File: src/rtl/fcdma_pkg.sv
// Package for the four-channel DMA controller: widths, codes and payload types.
// No dependencies.
package fcdma_pkg;

    localparam int CHANNELS_DEF = 4;

    typedef enum logic [1:0] {
        MODE_READ  = 2'd0,
        MODE_WRITE = 2'd1,
        MODE_TICK  = 2'd2,
        MODE_FIFO  = 2'd3
    } mode_t;

    localparam logic [3:0] FLD_SRC_LO = 4'd0;
    localparam logic [3:0] FLD_SRC_HI = 4'd2;
    localparam logic [3:0] FLD_DST_LO = 4'd4;
    localparam logic [3:0] FLD_DST_HI = 4'd6;
    localparam logic [3:0] FLD_COUNT  = 4'd8;
    localparam logic [3:0] FLD_CTRL   = 4'd10;

    localparam logic [1:0] TRIG_IMM  = 2'd0;
    localparam logic [1:0] TRIG_VBL  = 2'd1;
    localparam logic [1:0] TRIG_HBL  = 2'd2;
    localparam logic [1:0] TRIG_FIFO = 2'd3;

    localparam logic [1:0] ADDR_FIXED  = 2'd2;
    localparam logic [1:0] ADDR_RELOAD = 2'd3;

    localparam int CTRL_ENABLE = 15;
    localparam int CTRL_WORD   = 10;
    localparam int CTRL_REPEAT = 9;

    typedef struct packed {
        logic [1:0]  mode;
        logic [5:0]  reg_offset;
        logic [15:0] write_data;
        logic [15:0] tick_flags;
        logic        fifo_select;
    } in_item_t;

    typedef struct packed {
        logic [15:0] read_data;
        logic        xfer_valid;
        logic [1:0]  channel;
        logic [31:0] src_start;
        logic [31:0] dst_start;
        logic [16:0] beat_count;
        logic        word_unit;
        logic        src_increment;
        logic        dst_increment;
        logic        to_fifo;
        logic [18:0] cycles;
        logic        last;
    } out_item_t;

endpackage

File: src/rtl/fcdma_addr.sv
// Shared address adder: end address = base + beats * unit (a shift), or base + 16 for a FIFO burst.
// Depends on fcdma_pkg.
module fcdma_addr
    import fcdma_pkg::*;
(
    input  logic [31:0] base,
    input  logic [16:0] beats,
    input  logic        word,
    input  logic        fifo,
    output logic [31:0] sum
);
    logic [31:0] step;
    always_comb
    begin
        if (fifo)
            step = 32'd16;
        else if (word)
            step = {13'd0, beats, 2'b00};
        else
            step = {14'd0, beats, 1'b0};
        sum = base + step;
    end
endmodule

File: config.mk
export PLATFORM = sky130hd
export DESIGN_NAME = fcdma_addr
export DESIGN_NICKNAME = d
export VERILOG_FILES = /design/src/rtl/fcdma_pkg.sv /design/src/rtl/fcdma_addr.sv
export SDC_FILE = /design/constraint.sdc
export NUM_CORES = 1
export LEC_CHECK = 0
export ABC_AREA = 0
export BUFFER_PORTS_ARGS = -buffer_cell sky130_fd_sc_hd__buf_2
export CAP_MARGIN = 5
export CORE_AREA = 4 4 54 93
export DETAILED_ROUTE_END_ITERATION = 16
export DIE_AREA = 0 0 58 97
export GPL_TIMING_DRIVEN = 0
export SYNTH_ARGS = -nofsm -noshare
export SYNTH_HDL_FRONTEND = slang
export SYNTH_SLANG_ARGS = --single-unit
File: constraint.sdc
create_clock -name vclk -period 4.92
set_input_delay 0.738 -clock vclk [all_inputs]
set_output_delay 0.738 -clock vclk [all_outputs]
set_load 0.01 [all_outputs]
; ---- Word level (Yosys, flattened, before mapping)
; Cells that the tools add are included.
[op_classes]
n_mul = 0
n_shift = 0
n_addsub = 1
muxes = 2
bitwise = 0
n_reduce_logical = 0
eq_ne = 0
div_mod_pow = 0
order_cmp = 0
[op_table]
columns = op, count
row1 = 2-to-1 mux 19 bit, 2
row2 = adder 32 bit, 1
[totals]
latchBits = 0
mem_count = 0
output_inout_bits = 32
regBits = 0
mem_bits_rw = 0
mem_bits_ro = 0

; ---- Depth between registers and ports, before layout
; Gate-level depths: netlist of the first run.
[logic_depth]
word_depth = 3
depth_mapped = 12

; ---- Least setup slack after synthesis of the first run
; Ideal clock, no wire load.
[synth_timing]
kind = input -> output
startpoint = input port word
endpoint = output port sum[27]
setup_slack_ns = 0.839
path_stages = 11
t_arrival_ns = 3.343
path_buffers = 2
t_required_ns = 4.182
cell_sequence = buf_2 -> buf_1 -> nor3b_1 -> ha_1 -> fa_1 -> a21o_1 -> a221oi_2 -> a21oi_2 -> a211o_2 -> nand4_1 -> xnor2_1
[synth_via]
elab_chain_len = 3
[synth_lines]
columns = element, line
row1 = from (decl), fcdma_addr.sv:8  ; input logic word,
row2 = 2-to-1 mux 19 bit, fcdma_addr.sv:17  ; else if (word)
row3 = 2-to-1 mux 19 bit, fcdma_addr.sv:15  ; if (fifo)
row4 = adder 32 bit, fcdma_addr.sv:21  ; sum = base + step;
row5 = to (decl), fcdma_addr.sv:10  ; output logic [31:0] sum
; Every way passes these cells.

; ---- Final worst setup path of the first run
[layout_timing]
startpoint = input port word
endpoint = output port sum[23]
; The elaborated chain is that of the path after synthesis.

==> results by group, run 1 <==
Job
  • Max-cap violations: 0

Detailed routing
  • Via count: between 1,500 and 2,000
  • Detail Route Antenna Nets: 0
  • Vias/cell: around 5.3
  • Routed len/inst: 13.4 um
  • Total wire length: between 4000 and 5000 um
  • Initial DRC count: 25
  • DRC viols: 0
  • DR pass1 iterations: 4

Global routing
  • Global-route wire length before repair: 7560 um
  • Vias in the first global route: 1,868
  • Pin count of the biggest net entering global routing: 11
  • Antenna violations before repair: 0
  • Total GRT Usage: 15.7%
  • Global route overflow: 0

Setup path
  • Crit path max fanout: 10
  • Arrival time worst endpoint: 3.75 ns
  • CP cell instances: buf_2, buf_1, nor3b_1, ha_1, fa_1, a21o_1, a221oi_2, a21oi_2, a211o_2, nand3_1, xnor2_1, buf_2
  • Critical Path Start Type: input port
  • WP buf/inv: 3
  • Crit path max-delay cell type: buf_1
  • CP most frequent cell: buf_2
  • Top delay family on crit path: compound AO/OA/AOI/OAI gates
  • Critical path type: input port to primary output
  • Slowest cell delay on critical path: 0.48 ns
  • Kind of end point of the critical path: primary output
  • Critical Path RT: between 4 and 5 ns

Floorplan
  • Core area: 4320 um^2
  • Die Y-Extent: 97 um
  • Initial Util: 33.9%
  • Die width: 58 um
  • Die ar.: 5630 um^2
  • I/O pins: 83
  • Row cnt: 32

Synth
  • Post-synth cell types: 44
  • Syn Inst Count: 197
  • Ys Warns: 0
  • Top post-synthesis cells by area: ha_1 (15%), mux2i_1 (10%), xor2_1 (9.0%)
  • Synth cell count leaders: nor2_1 (19), ha_1 (18), a21oi_1 (15), mux2i_1 (15), xor2_1 (15)
  • Synth area leader: ha_1
  • Synth Net Count: 267
  • Top-count cell post-synth: nor2_1
  • Syn Area/Cell: roughly 7.4 um^2
  • Cell Area, Synth: 1470 um^2
  • Sequential area share after synthesis: 0%
  • Post-synth top area share: 15.4%

STA
  • Final Hold Vio Count: 0
  • Max_slew headroom: 62.1%
  • RSZ-0062 raised after global routing: false
  • Final Cycle Share: 91.3%
  • FMAX: 223 MHz
  • Final WS setup: 0.428 ns
  • Fin crit period: 4.49 ns
  • Final slew viol count: 0
  • Final TNS setup: 0 ns
  • Final setup fails: 0
  • Worst Tran Pin Value: 0.569 ns

Layout
  • Share of cells above drive strength 1: about a third
  • Antenna Cells: 0
  • Number of sequential cells: 0
  • Non-filler instance count after layout: 328
  • Clock Buffer Count: 0
  • Final instance area: 1930 um^2
  • Area Growth Syn to Fin: 31.7%
  • # nets final: around 350
  • Utilization after layout: 44.6%
  • Filler cell count: 463
  • Total area of sequential cells: 0 um^2

Placement
  • Placed cell areas: 1930 um^2
  • Final HPWL DP: roughly 4000 um
  • Cell count after placement: 328
  • Place WS: 0.380 ns
  • Gpl congestion: approximately 0.83
  • I/O Buffers: 80

Power and ir drop
  • Leak: around 0.0010 uW
  • Pwr dens: 128 nW/um^2
  • Peak supply drop: 58.4 uV

Clock tree
  • Post-CTS setup buffer count: 0
  • Hold_buf cts: 0
  • Post-cts sizing count: 0

Run status
  • Outcome: complete, no violations

Min path
  • HP Class: input port to primary output
cell families (layout without fill, tap and decap cells):
kind of cell / Yosys count / after routing / synth area share, %
AOI/OAI and AO/OA: 58 / 58 / 29.9
xor gates and xnor gates: 28 / 28 / 16.7
adders and majority gates: 19 / 19 / 16.7
buffers and inverters: 12 / 92 / 3.67
muxes: 15 / 15 / 10.2
and+or+nand+nor: 65 / 65 / 22.8
cells in the final DEF, fill, tap and decap left out, types with 2 or more instances in the layout:
master / count
and3_1: 5
nand2_1: 10
xnor2_1: 13
o21ai_0: 5
nand3_1: 8
nor3_1: 5
a21oi_1: 15
o21ai_1: 2
nand4_1: 7
inv_1: 3
mux2i_1: 15
a21o_1: 14
buf_2: 82
nor2_1: 19
nor2b_1: 3
a211oi_2: 2
nand2_2: 2
and2_1: 2
xor2_1: 15
clkbuf_1: 3
clkbuf_2: 2
a211oi_1: 5
ha_1: 18
a31oi_1: 2
final timing paths:
kind  endpoint  startpoint  depth (start not counted)
max    sum[23]        word                         12
min     sum[0]     base[0]                          2
per-stage QoR:
step	total power (uW)	hold WS, ns
floorplan	162	1.56
global placement	250	1.66
detailed placement	251	1.66
CTS	252	1.66
global route	277	1.67
finish	247	1.66
area by class of cell:
cell class / instances / area (um^2) / area share, %
Buffer: 9 / 42.5 / 2.20
Inverter: 3 / 11.3 / 0.583
Multi-Input combinational cell: 185 / 1410 / 73.2
Tap cell: 51 / 63.8 / 3.31
Timing Repair Buffer: 80 / 400 / 20.7
layer usage:
| layer | routed length, um | vias to the layer above | part of all wire (%) | global-route usage (%) |
|---|---|---|---|---|
| met5 | 0 | - | 0 | 0 |
| met4 | 72 | 0 | 1.6 | 2.50 |
| met3 | 326 | 8 | 7.4 | 2.00 |
| met2 | 2440 | 63 | 56 | 31.6 |
| met1 | 1540 | 769 | 35 | 16.3 |
| li1 | - | 896 | - | - |
power breakdown:
group / internal (uW) / switching (uW) / leakage [uW]
sequential: 0 / 0 / 0
clock: 0 / 0 / 0
combinational: 108 / 140 / 0.00104
Note: power is estimated with default switching activity, not from simulation.
==> run 2, diff against run 1 <==
Settings changed: REMOVE_ABC_BUFFERS from default to 1.
==> run 2 against run 1 <==
Net effect: non-clock buffer count fell by 8; utilization down 0.87 points; combinational power about the same; critical endpoint is now sum[31].
==> results by group, run 2 (synthesis results as in run 1) <==
Layout
  • Share of cells above drive strength 1: 34.6% (was 35.0%)
  • # nets final: 341 (was 349)
  • Most frequent cells in the layout: buf_2 (81), nor2_1 (19), ha_1 (18) (was buf_2 (82), nor2_1 (19), ha_1 (18))
  • Utilization after layout: 43.8% (was 44.6%)
  • Clock Buffer Count: 0 (unchanged)
  • Most common cell after layout, fill and taps aside: buf_2 (unchanged)
  • Number of sequential cells: 0 (unchanged)
  • Area Growth Syn to Fin: 29.1% (was 31.7%)
  • Total area of sequential cells: 0 um^2 (unchanged)
  • Antenna Cells: 0 (unchanged)

Setup path
  • CP cell instances: buf_2, mux2i_1, nor2_1, fa_1, a21o_1, a221oi_2, a21oi_2, a211o_2, nand4_1, xnor2_1, buf_2 (was buf_2, buf_1, nor3b_1, ha_1, fa_1, a21o_1, a221oi_2, a21oi_2, a211o_2, nand3_1, xnor2_1, buf_2)
  • CP most frequent cell: buf_2 (unchanged)
  • Critical Path Start Type: input port (unchanged)
  • Crit path max fanout: 19 (was 10)
  • Arrival time worst endpoint: 3.46 ns (was 3.75 ns)
  • Slowest cell delay on critical path: 0.44 ns (was 0.48 ns)
  • Crit path max-delay cell type: fa_1 (was buf_1)
  • Kind of end point of the critical path: primary output (unchanged)
  • Critical Path RT: 4.18 ns (about the same)
  • Critical path type: input port to primary output (unchanged)

Global routing
  • Vias in the first global route: 1,664 (was 1,868)
  • Total GRT Usage: 14.3% (was 15.7%)
  • Antenna violations before repair: 0 (unchanged)
  • Global route overflow: 0 (unchanged)
  • Global-route wire length before repair: 6890 um (was 7560 um)
  • Pin count of the biggest net entering global routing: 20 (was 11)

Power and ir drop
  • Power, Total: 245 uW (was 247 uW)
  • Peak supply drop: 71.4 uV (was 58.4 uV)
  • Leak: 0.00102 uW (was 0.00104 uW)
  • Pwr dens: 130 nW/um^2 (was 128 nW/um^2)

STA
  • Max_slew headroom: 68.4% (was 62.1%)
  • Final WS setup: 0.722 ns (was 0.428 ns)
  • Final TNS setup: 0 ns (unchanged)
  • Final setup fails: 0 (unchanged)
  • Final slew viol count: 0 (unchanged)
  • Final Cycle Share: 85.3% (was 91.3%)
  • Final Hold Vio Count: 0 (unchanged)
  • Fin crit period: 4.20 ns (was 4.49 ns)
  • RSZ-0062 raised after global routing: false (unchanged)
  • Worst Tran Pin Value: 0.474 ns (was 0.569 ns)
  • FMAX: 238 MHz (was 223 MHz)

Clock tree
  • Hold_buf cts: 0 (unchanged)
  • Post-CTS setup buffer count: 0 (unchanged)
  • Post-cts sizing count: 0 (unchanged)

Detailed routing
  • Vias/cell: 5.28 (was 5.29)
  • Initial DRC count: 30 (was 25)
  • Via count: 1,691 (was 1,736)
  • Detail Route Antenna Nets: 0 (unchanged)
  • Routed len/inst: 13.0 um (was 13.4 um)
  • DR pass1 iterations: 4 (unchanged)
  • Total wire length: 4150 um (was 4390 um)
  • DRC viols: 0 (unchanged)

Placement
  • Place WS: 0.697 ns (was 0.380 ns)
  • I/O Buffers: 81 (was 80)
  • Final HPWL DP: 3670 um (was 3980 um)
  • Gpl congestion: 0.805 (was 0.826)

Run status
  • Outcome: complete, no violations (unchanged)

Floorplan
  • Die width: 58 um (unchanged)
  • Initial Util: 33.9% (unchanged)
  • Die ar.: 5630 um^2 (unchanged)
  • Row cnt: 32 (unchanged)
  • I/O pins: 83 (unchanged)
  • Die Y-Extent: 97 um (unchanged)
  • Core area: 4320 um^2 (unchanged)

Job
  • Max-cap violations: 0 (unchanged)

Min path
  • HP Class: input port to primary output (unchanged)
run 2: cell count changes in the layout (fill, tap and decap cells not counted), sizes merged:
cell,delta
clkbuf,-5
buf,-3
run 2: metal layers:
metal | track usage (%) | wire, um
met1 | 15.8 | 1510
met2 | 29.5 | 2390
met3 | 0.534 | 233
met4 | 0.714 | 17
met5 | 0 | 0
run 2: final timing paths:
check                 slack, ns  endpoint  cells after the start    start
worst max-delay path       0.72   sum[31]                     11     word
worst min-delay path       1.48    sum[0]                      0  base[0]
run 2: final cells by class:
type / count / area (um^2)
multi-input combinational: 185 / 1410
fill: 501 / 2430
timing repair buffer: 81 / 405
inverter: 3 / 11.3
tap: 51 / 63.8
run 2: report_power, final:
part           switching (uW)  internal (uW)  leakage [uW]
combinational             139            107       0.00102
clock                       0              0             0
sequential                  0              0             0
total                     139            107       0.00102
run 2: critical path, delay by kind of cell:
family / cells / cell delay [ns]
compound gates: 4 / 1.14
xor+xnor: 1 / 0.12
fa+ha+maj: 1 / 0.44
buf+inv: 2 / 0.53
mux: 1 / 0.24
simple gates: 2 / 0.24
run 2: per-stage QoR:
stage          cell area [um^2]  hold slack [ns]  instances
2_1_floorplan              1420             1.48        188
3_3_place_gp               1890             1.48        320
3_5_place_dp               1890             1.48        320
4_1_cts                    1890             1.48        320
5_1_grt                    1890             1.48        320
6_report                   1890             1.48        320
